### src/rtl/core/vcsp_pkg.sv
// Types, codes and the silencing table of the VGM command stream player.
package vcsp_pkg;

    typedef enum logic [2:0] {
        CMD_BYTE    = 3'd0,
        CMD_TICK    = 3'd1,
        CMD_START   = 3'd2,
        CMD_STOP    = 3'd3,
        CMD_ENABLE  = 3'd4,
        CMD_DISABLE = 3'd5,
        CMD_EOD     = 3'd6
    } cmd_t;

    typedef enum logic [1:0] {
        KIND_STATUS = 2'd0,
        KIND_TONE   = 2'd1,
        KIND_FM     = 2'd2,
        KIND_REWIND = 2'd3
    } kind_t;

    typedef struct packed {
        kind_t       kind;
        logic        port;
        logic [7:0]  rd;
        logic [7:0]  wv;
    } res_t;

    localparam logic [7:0]  OP_TONE     = 8'h50;
    localparam logic [7:0]  OP_FM0      = 8'h52;
    localparam logic [7:0]  OP_FM1      = 8'h53;
    localparam logic [7:0]  OP_WAIT     = 8'h61;
    localparam logic [7:0]  OP_WAIT_NTSC = 8'h62;
    localparam logic [7:0]  OP_WAIT_PAL = 8'h63;
    localparam logic [7:0]  OP_END      = 8'h66;
    localparam logic [3:0]  OP_SHORT_HI = 4'h7;

    localparam logic [15:0] LIMIT_RESET = 16'd2048;
    localparam logic [5:0]  SIL_LAST    = 6'd33;

    // samples/245 as (x * RECIP_245) >> RECIP_SHIFT, exact for x below 120700
    localparam logic [16:0] RECIP_245   = 17'd68479;
    localparam int          RECIP_SHIFT = 24;
    localparam logic [16:0] ROUND_ADD   = 17'd122;

    localparam logic [7:0]  KEY_REG     = 8'h28;
    localparam logic [7:0]  TL_BASE     = 8'h40;
    localparam logic [7:0]  TL_MAX      = 8'd127;

    // One step of the silencing run: key-offs, total-level max, tone mutes.
    function automatic res_t silence_item(input logic [5:0] step);
        res_t        r;
        logic [5:0]  k;
        logic [3:0]  k2;
        logic [1:0]  idx;
        r  = '{kind: KIND_FM, port: 1'b0, rd: 8'h00, wv: 8'h00};
        k  = step - 6'd6;
        k2 = 4'd0;
        idx = 2'd0;
        if (step < 6'd6) begin
            r.rd = KEY_REG;
            r.wv = (step < 6'd3) ? {5'd0, step[2:0]} : {5'd0, step[2:0] + 3'd1};
        end else if (step < 6'd30) begin
            r.port = (k >= 6'd12);
            k2     = r.port ? 4'(k - 6'd12) : k[3:0];
            r.rd   = TL_BASE + {6'd0, k2[3:2]} + {4'd0, k2[0], k2[1], 2'b00};
            r.wv   = TL_MAX;
        end else begin
            idx    = 2'(step - 6'd30);
            r.kind = KIND_TONE;
            r.rd   = {1'b1, idx, 5'h1f};
        end
        return r;
    endfunction

endpackage

### src/rtl/core/vgm_command_stream_player.sv
// Top level of the VGM command stream player.

// VGM command stream player. Each input item carries a command on s_tuser
// (stream byte, tick, start, stop, enable, disable, end of data) and a stream
// byte plus loop flag on s_tdata. Every item yields one result item, or the
// 34-item silencing run (key-off, max attenuation, tone mutes) when playback
// is stopped. All decode work happens in one pass between the state/input
// side and the result register: an item that yields a single result is taken
// every cycle, including while the previous result sits in the result
// register, as long as the sink takes it in the same cycle. A stop holds
// s_tready low until the rest of the silencing run has been loaded into the
// result register. The status fields of m_tdata (awaiting, playing, wait left)
// show the state after the item that produced the result. Wait opcodes are
// converted to timer ticks as (samples+122)/245, minimum one; the 0x61 wait
// uses one 17x17 reciprocal multiply. command_limit is written through cfg_wr_en /
// cfg_wr_data while idle; a value of zero acts as one.
module vgm_command_stream_player (
    input  logic        aclk,
    input  logic        aresetn,
    input  logic        cfg_wr_en,
    input  logic [15:0] cfg_wr_data,   // command_limit
    input  logic        s_tvalid,
    output logic        s_tready,
    input  logic [15:0] s_tdata,       // [7:0] byte_value, [8] loop_present, rest zero
    input  logic [2:0]  s_tuser,       // [2:0] command
    output logic        m_tvalid,
    input  logic        m_tready,
    output logic [31:0] m_tdata,       // [0] fm_port, [8:1] reg_or_data, [16:9] write_value,
                                       // [17] awaiting_bytes, [18] playing_now,
                                       // [27:19] wait_left, rest zero
    output logic [1:0]  m_tuser,       // [1:0] result_kind
    output logic        m_tlast
);
    import vcsp_pkg::*;

    // playback state
    logic        playing_reg, playing_next;
    logic        enabled_reg, enabled_next;
    logic        loop_reg, loop_next;
    logic [8:0]  wait_reg, wait_next;
    logic [1:0]  phase_reg, phase_next;
    logic [7:0]  opcode_reg, opcode_next;
    logic [7:0]  operand_reg, operand_next;
    logic [15:0] csw_reg, csw_next;
    logic [15:0] limit_reg;

    // result register and silencing sequencer
    logic        m_valid_reg, m_valid_next;
    res_t        res_reg, res_next;
    logic        last_reg, last_next;
    logic        sil_active_reg, sil_active_next;
    logic [5:0]  sil_step_reg, sil_step_next;

    logic        out_free, accept, awaiting;
    logic        do_stop;
    res_t        emit_res;
    cmd_t        cmd;
    logic [7:0]  b;
    logic [15:0] limit_eff;
    logic [16:0] samples;
    logic [33:0] prod;
    logic [8:0]  long_ticks;

    assign out_free = !m_valid_reg || m_tready;
    assign s_tready = !sil_active_reg && out_free;
    assign accept   = s_tvalid && s_tready;
    assign awaiting = playing_reg && enabled_reg && (wait_reg == 9'd0);

    assign cmd       = cmd_t'(s_tuser);
    assign b         = s_tdata[7:0];
    assign limit_eff = (limit_reg == 16'd0) ? 16'd1 : limit_reg;

    // 0x61 wait: {hi, lo} samples, rounded to ticks by reciprocal multiply
    assign samples    = {1'b0, b, operand_reg} + ROUND_ADD;
    assign prod       = 34'(samples) * 34'(RECIP_245);
    assign long_ticks = prod[RECIP_SHIFT +: 9];

    // command decode and state update
    always_comb begin
        playing_next = playing_reg;
        enabled_next = enabled_reg;
        loop_next    = loop_reg;
        wait_next    = wait_reg;
        phase_next   = phase_reg;
        opcode_next  = opcode_reg;
        operand_next = operand_reg;
        csw_next     = csw_reg;
        do_stop      = 1'b0;
        emit_res     = '{kind: KIND_STATUS, port: 1'b0, rd: 8'h00, wv: 8'h00};
        case (cmd)
            CMD_BYTE: begin
                if (awaiting) begin
                    if (phase_reg == 2'd0) begin
                        if (csw_reg >= limit_eff) begin
                            do_stop = 1'b1;
                        end else begin
                            opcode_next = b;
                            if (b == OP_TONE || b == OP_FM0 || b == OP_FM1 || b == OP_WAIT) begin
                                phase_next = 2'd1;
                            end else if (b == OP_WAIT_NTSC) begin
                                wait_next = 9'd3;
                                csw_next  = 16'd0;
                            end else if (b == OP_WAIT_PAL) begin
                                wait_next = 9'd4;
                                csw_next  = 16'd0;
                            end else if (b == OP_END) begin
                                if (!loop_reg) begin
                                    do_stop = 1'b1;
                                end else begin
                                    emit_res.kind = KIND_REWIND;
                                    if (csw_reg != 16'hffff) csw_next = csw_reg + 16'd1;
                                end
                            end else if (b[7:4] == OP_SHORT_HI) begin
                                // at most 16 samples: always rounds to the one-tick minimum
                                wait_next = 9'd1;
                                csw_next  = 16'd0;
                            end else begin
                                do_stop = 1'b1;
                            end
                        end
                    end else if (phase_reg == 2'd1) begin
                        if (opcode_reg == OP_TONE) begin
                            emit_res.kind = KIND_TONE;
                            emit_res.rd   = b;
                            phase_next    = 2'd0;
                            if (csw_reg != 16'hffff) csw_next = csw_reg + 16'd1;
                        end else begin
                            operand_next = b;
                            phase_next   = 2'd2;
                        end
                    end else begin
                        phase_next = 2'd0;
                        if (opcode_reg == OP_WAIT) begin
                            wait_next = (long_ticks == 9'd0) ? 9'd1 : long_ticks;
                            csw_next  = 16'd0;
                        end else begin
                            emit_res.kind = KIND_FM;
                            emit_res.port = opcode_reg[0];
                            emit_res.rd   = operand_reg;
                            emit_res.wv   = b;
                            if (csw_reg != 16'hffff) csw_next = csw_reg + 16'd1;
                        end
                    end
                end
            end
            CMD_TICK: begin
                if (playing_reg && enabled_reg) begin
                    if (wait_reg != 9'd0) wait_next = wait_reg - 9'd1;
                    if (wait_reg <= 9'd1) csw_next = 16'd0;
                end
            end
            CMD_START:   do_stop = 1'b1;
            CMD_STOP:    do_stop = 1'b1;
            CMD_ENABLE:  enabled_next = 1'b1;
            CMD_DISABLE: begin
                enabled_next = 1'b0;
                do_stop      = 1'b1;
            end
            CMD_EOD:     do_stop = awaiting;
            default:     ;
        endcase
        if (do_stop) begin
            playing_next = 1'b0;
            loop_next    = 1'b0;
            wait_next    = 9'd0;
            phase_next   = 2'd0;
            csw_next     = 16'd0;
        end
        if (cmd == CMD_START && enabled_reg) begin
            playing_next = 1'b1;
            loop_next    = s_tdata[8];
        end
    end

    // result register loading: silencing run steps, or one result per item
    always_comb begin
        m_valid_next    = m_valid_reg;
        res_next        = res_reg;
        last_next       = last_reg;
        sil_active_next = sil_active_reg;
        sil_step_next   = sil_step_reg;
        if (sil_active_reg) begin
            if (out_free) begin
                m_valid_next  = 1'b1;
                res_next      = silence_item(sil_step_reg);
                last_next     = (sil_step_reg == SIL_LAST);
                sil_step_next = sil_step_reg + 6'd1;
                if (sil_step_reg == SIL_LAST) begin
                    sil_active_next = 1'b0;
                    sil_step_next   = 6'd0;
                end
            end
        end else if (accept) begin
            m_valid_next = 1'b1;
            if (do_stop) begin
                res_next        = silence_item(6'd0);
                last_next       = 1'b0;
                sil_active_next = 1'b1;
                sil_step_next   = 6'd1;
            end else begin
                res_next  = emit_res;
                last_next = 1'b1;
            end
        end else if (m_tready) begin
            m_valid_next = 1'b0;
        end
    end

    always_ff @(posedge aclk) begin
        if (!aresetn) begin
            playing_reg    <= 1'b0;
            enabled_reg    <= 1'b1;
            loop_reg       <= 1'b0;
            wait_reg       <= 9'd0;
            phase_reg      <= 2'd0;
            opcode_reg     <= 8'h00;
            operand_reg    <= 8'h00;
            csw_reg        <= 16'd0;
            limit_reg      <= LIMIT_RESET;
            m_valid_reg    <= 1'b0;
            sil_active_reg <= 1'b0;
            sil_step_reg   <= 6'd0;
        end else begin
            if (accept) begin
                playing_reg <= playing_next;
                enabled_reg <= enabled_next;
                loop_reg    <= loop_next;
                wait_reg    <= wait_next;
                phase_reg   <= phase_next;
                opcode_reg  <= opcode_next;
                operand_reg <= operand_next;
                csw_reg     <= csw_next;
            end
            if (cfg_wr_en) limit_reg <= cfg_wr_data;
            m_valid_reg    <= m_valid_next;
            sil_active_reg <= sil_active_next;
            sil_step_reg   <= sil_step_next;
        end
    end

    always_ff @(posedge aclk) begin
        res_reg  <= res_next;
        last_reg <= last_next;
    end

    // Status fields follow the state registers, which change only on the
    // same edges that load a new result, so they always match m_tdata.
    assign m_tvalid = m_valid_reg;
    assign m_tuser  = res_reg.kind;
    assign m_tlast  = last_reg;
    assign m_tdata  = {4'd0, wait_reg, playing_reg, awaiting,
                       res_reg.wv, res_reg.rd, res_reg.port};

endmodule

### config.mk
export PLATFORM = sky130hd
export DESIGN_NAME = vgm_command_stream_player
export DESIGN_NICKNAME = d
export VERILOG_FILES = /design/src/rtl/core/vcsp_pkg.sv /design/src/rtl/core/vgm_command_stream_player.sv
export SDC_FILE = /design/constraint.sdc
export NUM_CORES = 1
export LEC_CHECK = 0
export BUFFER_PORTS_ARGS = -buffer_cell sky130_fd_sc_hd__buf_4
export CORE_ASPECT_RATIO = 1.4
export CORE_MARGIN = 5
export CORE_UTILIZATION = 50
export CTS_CLUSTER_SIZE = 14
export DETAILED_ROUTE_END_ITERATION = 10
export GPL_ROUTABILITY_DRIVEN = 1
export GPL_TIMING_DRIVEN = 0
export PLACE_DENSITY_LB_ADDON = 0.1
export SYNTH_ARGS = -nofsm -noshare
export SYNTH_HDL_FRONTEND = slang
export SYNTH_SLANG_ARGS = --single-unit
### constraint.sdc
create_clock -name aclk -period 6.7 [get_ports aclk]
set_input_delay 0 -clock aclk [delete_from_list [all_inputs] [get_ports aclk]]
set_output_delay 0 -clock aclk [all_outputs]
set_load 0.005 [all_outputs]
==> impl_summary.txt, run 1 <==
----------------------------------------------------
[Outcome]
  Run status ... finished, violations left
  Violated checks ... negative setup slack

[Drt]
  Routed wire length ... roughly 33000 µm
  Via-to-Cell Ratio ... 5.57
  Via Count ... just under 10000
  Drc violations ... 0
  ANT nets after route ... 0
  Routed len/inst ... roughly 19 µm
  Detailed Route Iter0 Violations ... about 440
  Pre-antenna DRT Iters ... 7

[Critical path]
  Cell-by-cell listing of the critical path ... and4_4, nand2_1, nor2_4, nand3_4, xor2_4, buf_6, fa_1, inv_2, fa_2, fa_1, fa_1, fa_1, inv_1, fa_1, inv_1, ha_4, nand2_1, o21ai_2, or3b_4, a311oi_4, o311ai_1, and3_4, or3_4, a31oi_4
  Crit path buffers/inverters ... 4
  Worst-path maximum fanout ... 7
  Required time worst endpoint ... around 7 ns
  Number of cells on the worst reg-to-reg path ... 24
  Worst reg2reg path startpoint ... operand_reg[7]$_SDFFE_PN0P_
  Largest stage delay, worst path ... roughly 0.54 ns
  Critical Setup Path Class ... flop to flop
  Most common cell type on the critical path ... sky130_fd_sc_hd__fa_1
  Path length in cells of the critical path ... 24
  Reg2reg end ... wait_reg[7]$_SDFFE_PN0P_
  Startpoint class of the critical path ... flop
  Kind of capture point of the worst setup path ... flop
  Worst setup path endpoint ... wait_reg[7]$_SDFFE_PN0P_
  Beginning of the critical path ... operand_reg[7]$_SDFFE_PN0P_
  Worst-case register-to-register setup slack ... -0.20 ns
  Category of cells accounting for the largest share of critical-path delay ... adder cells
  CP arrival ... about 7.2 ns
  Slowest cell on crit path ... sky130_fd_sc_hd__fa_2

[STA]
  Final worst path period share ... 103%
  Slew at the pin closest to its max-slew limit ... 1.20 ns
  Crit path setup slack, layout ... -0.199 ns
  Number of setup violations in the final report ... 5
  Fin crit period ... about 6.9 ns
  Clock skew ... around 0.0096 ns
  Setup repair after global routing missed its margin ... yes
  Maximum operating frequency ... approximately 140 MHz
  Hold Vio Cnt, Final ... 0
  Max_slew headroom ... approximately a fifth
  Number of max-slew violations in the final report ... 0

[GRT]
  Number of global-route vias before repair ... 10300
  Largest net degree at the start of global routing ... 21
  Total global routing track utilization ... 24.6%
  Overflow left after global routing ... 0
  Number of antenna violations at the first check in global routing ... 0
  Global-route wire length before repair ... between 50000 and 60000 µm

[Placement]
  Worst Setup Slack post-DPL ... -1.27 ns
  # port buffers ... 58
  Detailed Place HPWL ... approximately 26000 µm
  Placed cell count ... 1681
  Weighted congestion at the end of routability-driven global placement ... roughly 0.89

[CTS]
  Total CTS buffers ... 9
  Clock input transition at the sequential cells of the worst setup and hold paths ... 0.07 ns
  Buffer type at the clock tree root ... sky130_fd_sc_hd__clkbuf_16
  Number of levels the H-tree was split into ... 3
  CTS tree ... built
  CTS max path bufs ... 2
  Source-to-sink clock delay at the later pin of the worst-skew pair ... 0.36 ns
  Number of clock sinks ... 90

[Logic synthesis]
  Fraction of synthesis flops using an asynchronous set or reset pin ... 0%
  Post-synth EDFFs ... 20
  Adder-Cell Fraction of Synth Area ... 36.7%
  Largest family of logic cells by synthesized area ... adder cells
  Mapped cell area ... approximately 0.011 mm²
  Most frequently used flop master after synthesis ... sky130_fd_sc_hd__dfxtp_1
  Post-synthesis simple-gate area fraction ... 15.2%
  Synthesized instance count ... ~1300
  Post-synthesis share of cell area spent on xor and xnor gates ... 2.67%
  Share of the synthesized area in compound gates (AO/OA/AOI/OAI) ... 15.0%
  Number of library cell types mapped by synthesis ... 86
  Top cell type by total area after synthesis ... sky130_fd_sc_hd__fa_1
  Post-synthesis area per instance ... 8.72 µm²
  Ys Warns ... 0
  Seq/Total Area, Yosys ... approximately 17%
  Share of cell area taken by muxes after synthesis ... under 10%
  Top cell type's share of synthesized area ... 20.0%
  Post-synthesis register bit count ... 90
  Main area contributors after synthesis ... sky130_fd_sc_hd__fa_1 (20%), sky130_fd_sc_hd__ha_1 (17%), sky130_fd_sc_hd__dfxtp_1 (12%), sky130_fd_sc_hd__inv_1 (8.0%), sky130_fd_sc_hd__edfxtp_1 (5.2%)

[Finish]
  Area Growth Syn to Fin ... 22.0%
  Number of flip-flops under the largest register name ... 17
  Number of antenna diodes ... 0
  Fraction of layout instances using a drive strength above 1 ... a little under a fifth
  Post-layout nets ... ~1800
  Final cell count without fillers ... about 1800
  Post-layout util ... between 60% and 70%

[Floorplanning]
  Chip Height ... ~190 µm
  Initial core utilization ... between 50% and 60%
  Die area ... between 0.02 and 0.03 mm²
  Floorplan row count ... 65
  Placeable core region ... about 0.023 mm²
  Die Wd ... 138 µm
  Number of top-level design ports ... 77

[Pwr]
  Leakage dissipation ... roughly 6.6 nW
  Total design power ... 0.00386 W
  Max IR drop VDD ... around 0.42 mV
  Power density over cell area ... about 280 mW/mm²

[Job]
  Max-capacitance violation count ... 0

[Worst hold path]
  Class of the most critical hold timing path ... primary input to flop

----------------------------------------------------
## worst reg2reg max path, delay by kind of cell (launching register included)
kind | cells | cell delay (ns)
compound gates | 4 | 0.85
xor+xnor | 1 | 0.19
fa+ha+maj | 7 | 3.25
buf+inv | 4 | 0.30
flops | 1 | 0.44
simple gates | 8 | 1.80
## per-stage QoR
step                      area [µm²]  hold WS, ns  TNS [ns]
after floorplan                11700        0.125         0
after global placement         12500        0.223     -8.21
after detailed placement       12500        0.227     -8.81
after CTS                      13800       0.0133    -0.396
after global routing           14000       0.0266     -1.88
final                          14000       0.0136    -0.445
## area by class of cell
class | count | area (µm²)
Clock inverter | 7 | 82.6
Tap cell | 301 | 377
Multi-Input combinational cell | 935 | 9130
Inverter | 247 | 940
Clock buffer | 9 | 225
Timing Repair Buffer | 120 | 1020
Buffer | 46 | 231
Sequential cell | 90 | 2020
Fill cell | 1989 | 8590
## layout by cell type (no fill, tap or decap), types with 9 or more instances in the layout
master,n
sky130_fd_sc_hd__inv_1,225
sky130_fd_sc_hd__edfxtp_1,20
sky130_fd_sc_hd__fa_1,108
sky130_fd_sc_hd__ha_4,13
sky130_fd_sc_hd__xor2_1,10
sky130_fd_sc_hd__nand2_1,74
sky130_fd_sc_hd__mux2i_1,32
sky130_fd_sc_hd__xnor2_1,10
sky130_fd_sc_hd__and3_1,16
sky130_fd_sc_hd__inv_2,17
sky130_fd_sc_hd__o21ai_0,42
sky130_fd_sc_hd__nand3_1,24
sky130_fd_sc_hd__nor2_1,83
sky130_fd_sc_hd__buf_2,9
sky130_fd_sc_hd__a22oi_1,11
sky130_fd_sc_hd__clkbuf_1,26
sky130_fd_sc_hd__clkbuf_16,9
sky130_fd_sc_hd__ha_1,139
sky130_fd_sc_hd__a21o_1,23
sky130_fd_sc_hd__o211ai_1,12
sky130_fd_sc_hd__dlygate4sd3_1,19
sky130_fd_sc_hd__and2_1,15
sky130_fd_sc_hd__nor3_1,27
sky130_fd_sc_hd__nor4_1,13
sky130_fd_sc_hd__buf_6,9
sky130_fd_sc_hd__nand4_1,10
sky130_fd_sc_hd__a21oi_1,50
sky130_fd_sc_hd__buf_4,96
sky130_fd_sc_hd__dfxtp_1,65
## metal layers
| layer | global-route usage, % | vias up | share of wire [%] |
|---|---|---|---|
| met2 | 49.2 | 198 | 56 |
| li1 | - | 4731 | - |
| met4 | 9.24 | 0 | 3.7 |
| met1 | 26.2 | 4778 | 38 |
| met3 | 2.73 | 70 | 3.0 |
| met5 | 0 | - | 0 |
## worst min path at each step
stage	start	endpoint	slack, ns	cells after the start
floorplan	s_tvalid	m_tvalid$_SDFFE_PN0P_	0.12	2
global placement	cfg_wr_data[11]	limit_reg[11]$_SDFFE_PN1P_	0.22	3
detailed placement	cfg_wr_data[11]	limit_reg[11]$_SDFFE_PN1P_	0.23	3
CTS	s_tdata[0]	m_tdata[9]$_DFFE_PP_	0.01	3
global route	s_tdata[0]	m_tdata[9]$_DFFE_PP_	0.03	3
finish	s_tdata[0]	m_tdata[9]$_DFFE_PP_	0.01	3
## what timing repair did
item,CTS,global route
endpoints found under the hold margin,19,0
setup buffers,33,9
resized for setup,109,26
pin swaps,65,31
endpoints found under the setup margin,9,9
hold buffers,19,0
## power by group
group          leakage, nW  total, W  switching, W  internal, W
combinational         5.69   0.00274       0.00151      0.00123
clock                0.146  0.000533      0.000237     0.000296
sequential           0.775  0.000588     0.0000152     0.000573
## cell families (layout without fill, tap and decap cells)
kind of cell             after synthesis  in the layout
AND/OR/NAND/NOR                      344            344
buffers and inverters                296            429
adder cells (fa/ha/maj)              268            268
AO/OA/AOI/OAI                        251            251
flip-flops                            90             90
XOR/XNOR                              35             35
multiplexers                          33             33
other                                  1              4
## Yosys cell counts, types with 6 or more instances
cell	count
sky130_fd_sc_hd__fa_1	115
sky130_fd_sc_hd__mux2i_1	32
sky130_fd_sc_hd__a21oi_1	56
sky130_fd_sc_hd__o21ai_1	7
sky130_fd_sc_hd__and3_1	19
sky130_fd_sc_hd__nand4_1	10
sky130_fd_sc_hd__ha_1	153
sky130_fd_sc_hd__xnor2_1	15
sky130_fd_sc_hd__a22oi_1	11
sky130_fd_sc_hd__nor2_1	88
sky130_fd_sc_hd__and4_1	6
sky130_fd_sc_hd__buf_4	6
sky130_fd_sc_hd__dfxtp_1	70
sky130_fd_sc_hd__a22o_1	7
sky130_fd_sc_hd__edfxtp_1	20
sky130_fd_sc_hd__or3_1	11
sky130_fd_sc_hd__o211ai_1	12
sky130_fd_sc_hd__a211oi_1	6
sky130_fd_sc_hd__o21a_1	8
sky130_fd_sc_hd__nor4_1	13
sky130_fd_sc_hd__clkbuf_1	30
sky130_fd_sc_hd__nand2b_1	9
sky130_fd_sc_hd__buf_2	9
sky130_fd_sc_hd__nor3b_1	6
sky130_fd_sc_hd__a21o_1	23
sky130_fd_sc_hd__and2_1	15
sky130_fd_sc_hd__xor2_1	20
sky130_fd_sc_hd__nand3_1	30
sky130_fd_sc_hd__o21ai_0	43
sky130_fd_sc_hd__inv_1	246
sky130_fd_sc_hd__a31oi_1	10
sky130_fd_sc_hd__nand2_1	79
sky130_fd_sc_hd__nor3_1	29
sky130_fd_sc_hd__nor2b_1	6
Note: power is estimated with default switching activity, not from simulation.
==> inputs of run 2 (changes only) <==
- PLACE_DENSITY: unset -> 0.78
- PLACE_DENSITY_LB_ADDON: 0.1 -> unset
==> impl_summary.txt, run 2 (synthesis results as in run 1) <==
----------------------------------------------------
[GRT]
  Largest net degree at the start of global routing ... 21 (unchanged)
  Global-route wire length before repair ... 52700 µm (+1.6%)
  Number of antenna violations at the first check in global routing ... 1 (+1)
  Total global routing track utilization ... 24.4% (-0.20 points)
  Number of global-route vias before repair ... 10600 (+2.6%)
  Overflow left after global routing ... 0 (unchanged)

[CTS]
  Source-to-sink clock delay at the later pin of the worst-skew pair ... 0.35 ns (about the same)
  Total CTS buffers ... 9 (unchanged)
  CTS max path bufs ... 2 (unchanged)
  Number of levels the H-tree was split into ... 3 (unchanged)
  Number of clock sinks ... 90 (unchanged)
  CTS tree ... built
  Clock input transition at the sequential cells of the worst setup and hold paths ... 0.08 ns (about the same)
  Buffer type at the clock tree root ... sky130_fd_sc_hd__clkbuf_16

[Floorplanning]
  Chip Height ... 189 µm (unchanged)
  Die Wd ... 138 µm (unchanged)
  Number of top-level design ports ... 77 (unchanged)
  Initial core utilization ... 50.8% (unchanged)
  Placeable core region ... 0.0226 mm² (unchanged)
  Die area ... 0.0262 mm² (unchanged)
  Floorplan row count ... 65 (unchanged)

[STA]
  Final hold slack ... 0.0145 ns (+0.000955 ns)
  Max_slew headroom ... 20.5% (+1.2 points)
  Crit path setup slack, layout ... -0.453 ns (-0.254 ns)
  Number of max-slew violations in the final report ... 0 (unchanged)
  Slew at the pin closest to its max-slew limit ... 1.18 ns (-0.0183 ns)
  Final worst path period share ... 107% (+3.8 points)
  Clock skew ... 0.00966 ns (+0.0000188 ns)
  Fin crit period ... 7.15 ns (+0.254 ns)
  Maximum operating frequency ... 140 MHz (-3.6%)
  Hold Vio Cnt, Final ... 0 (unchanged)
  Setup tns final ... -2.22 ns (-1.78 ns)
  Setup repair after global routing missed its margin ... yes
  Number of setup violations in the final report ... 9 (+4)

[Outcome]
  Violated checks ... negative setup slack
  Run status ... finished, violations left

[Pwr]
  Power density over cell area ... 277 mW/mm² (+0.79%)
  Leakage dissipation ... 6.57 nW (-0.62%)
  Total design power ... 0.00387 W (+0.35%)
  Max IR drop VDD ... 0.307 mV (-26%)

[Critical path]
  Kind of capture point of the worst setup path ... flop
  Startpoint class of the critical path ... flop
  Number of cells on the worst reg-to-reg path ... 25 (+4.2%)
  CP arrival ... 7.43 ns (+0.25 ns)
  Worst-path maximum fanout ... 4 (-3)
  Required time worst endpoint ... 6.97 ns (about the same)
  Critical Setup Path Class ... flop to flop

[Finish]
  Most frequent cells in the layout ... sky130_fd_sc_hd__inv_1 (225), sky130_fd_sc_hd__ha_1 (140), sky130_fd_sc_hd__fa_1 (109)
  Area Growth Syn to Fin ... 21.4%
  Fraction of layout instances using a drive strength above 1 ... 18.1% (-0.63 points)
  Post-layout nets ... 1758 (+0.057%)
  Number of antenna diodes ... 0 (unchanged)
  Most common cell after layout, fill and taps aside ... sky130_fd_sc_hd__inv_1
  Number of flip-flops under the largest register name ... 17 (unchanged)
  Number of filler instances in the final layout ... 1793 (-9.9%)

[Drt]
  Detailed Route Iter0 Violations ... 774 (+75%)
  Via-to-Cell Ratio ... 5.85 (+5.0%)
  ANT nets after route ... 0 (unchanged)
  Routed wire length ... 32500 µm (-0.27%)
  Pre-antenna DRT Iters ... 5 (-2)
  Via Count ... 10300 (+5.0%)
  Routed len/inst ... 18.5 µm (-0.33%)
  Drc violations ... 0 (unchanged)

[Placement]
  Detailed Place HPWL ... 24500 µm (-5.8%)
  Weighted congestion at the end of routability-driven global placement ... 0.976 (+9.2%)
  # port buffers ... 58 (unchanged)

[Job]
  Max-capacitance violation count ... 0 (unchanged)

[Worst hold path]
  Hold Crit Depth ... 3 (unchanged)
  Class of the most critical hold timing path ... primary input to flop

----------------------------------------------------
## run 2: worst max-delay path: stages, from the launching register on
cell and delay [ns]:
sky130_fd_sc_hd__dfxtp_4 0.35, sky130_fd_sc_hd__or3_4 0.42, sky130_fd_sc_hd__nor3b_4 0.33, sky130_fd_sc_hd__nor2_4 0.09, sky130_fd_sc_hd__nand3_4 0.12, sky130_fd_sc_hd__xor2_4 0.25, sky130_fd_sc_hd__inv_4 0.10, sky130_fd_sc_hd__fa_1 0.52
sky130_fd_sc_hd__inv_1 0.06, sky130_fd_sc_hd__fa_2 0.53, sky130_fd_sc_hd__fa_1 0.43, sky130_fd_sc_hd__inv_2 0.07, sky130_fd_sc_hd__fa_2 0.45, sky130_fd_sc_hd__fa_1 0.53, sky130_fd_sc_hd__inv_1 0.06, sky130_fd_sc_hd__fa_1 0.50
sky130_fd_sc_hd__inv_2 0.05, sky130_fd_sc_hd__ha_4 0.26, sky130_fd_sc_hd__a21oi_2 0.07, sky130_fd_sc_hd__o21ai_1 0.17, sky130_fd_sc_hd__or3b_4 0.43, sky130_fd_sc_hd__a311oi_4 0.42, sky130_fd_sc_hd__o311ai_2 0.13, sky130_fd_sc_hd__and3_4 0.20
sky130_fd_sc_hd__or3_1 0.33, sky130_fd_sc_hd__a31oi_1 0.18
## run 2: worst paths after layout
check / from / to / slack (ns)
hold reg to reg: limit_reg[11]$_SDFFE_PN1P_ / limit_reg[11]$_SDFFE_PN1P_ / 0.52
hold / removal: s_tuser[2] / enabled_reg$_SDFFE_PN1P_ / 0.01
setup reg to reg: operand_reg[3]$_SDFFE_PN0P_ / wait_reg[7]$_SDFFE_PN0P_ / -0.45
setup / recovery: operand_reg[3]$_SDFFE_PN0P_ / wait_reg[7]$_SDFFE_PN0P_ / -0.45
## run 2: report_power, final
part	leakage (nW)	internal (W)	switching [W]	total, W
logic	5.64	0.00125	0.00151	0.00276
clock network	0.150	0.000267	0.000257	0.000524
registers	0.774	0.000573	0.0000129	0.000586
total	6.57	0.00209	0.00178	0.00387
## run 2: area by class of cell
| type | instances | area, µm² | area share, % |
|---|---|---|---|
| well taps | 301 | 377 | 2.70 |
| flip-flops and latches | 90 | 2010 | 14.4 |
| clock buffers | 9 | 225 | 1.61 |
| inverters | 247 | 940 | 6.73 |
| multi-input cells | 935 | 9060 | 64.9 |
| repair buffers | 119 | 1040 | 7.42 |
| clock inverters | 7 | 78.8 | 0.565 |
| plain buffers | 48 | 233 | 1.67 |
## run 2: what timing repair did
action | 4_1_cts | 5_1_grt
pin swaps | 57 | 36
resized for setup | 85 | 30
hold buffers | 18 | 0
buffers inserted | 34 | 8
endpoints found under the hold margin | 18 | 0
endpoints found under the setup margin | 9 | 9
## run 2: routing by layer
metal  up-vias  routed length, µm  track usage, %
li1       4740                  -               -
met1      4981              12400            28.2
met2       415              16800            44.4
met3       132               1700            3.34
met4         2               1650            11.8
met5         -                  9               0
## run 2: stage by stage
step	worst slack [ns]	cells	instance area, µm²	utilization [%]
final	-0.453	1756	14000	61.7
after global routing	-0.615	1756	14000	61.7
after detailed placement	-0.872	1681	12600	55.6
after floorplan	0.00815	1321	11700	-
after CTS	-0.298	1748	13800	61.1
after global placement	-1.28	1680	12500	55.4
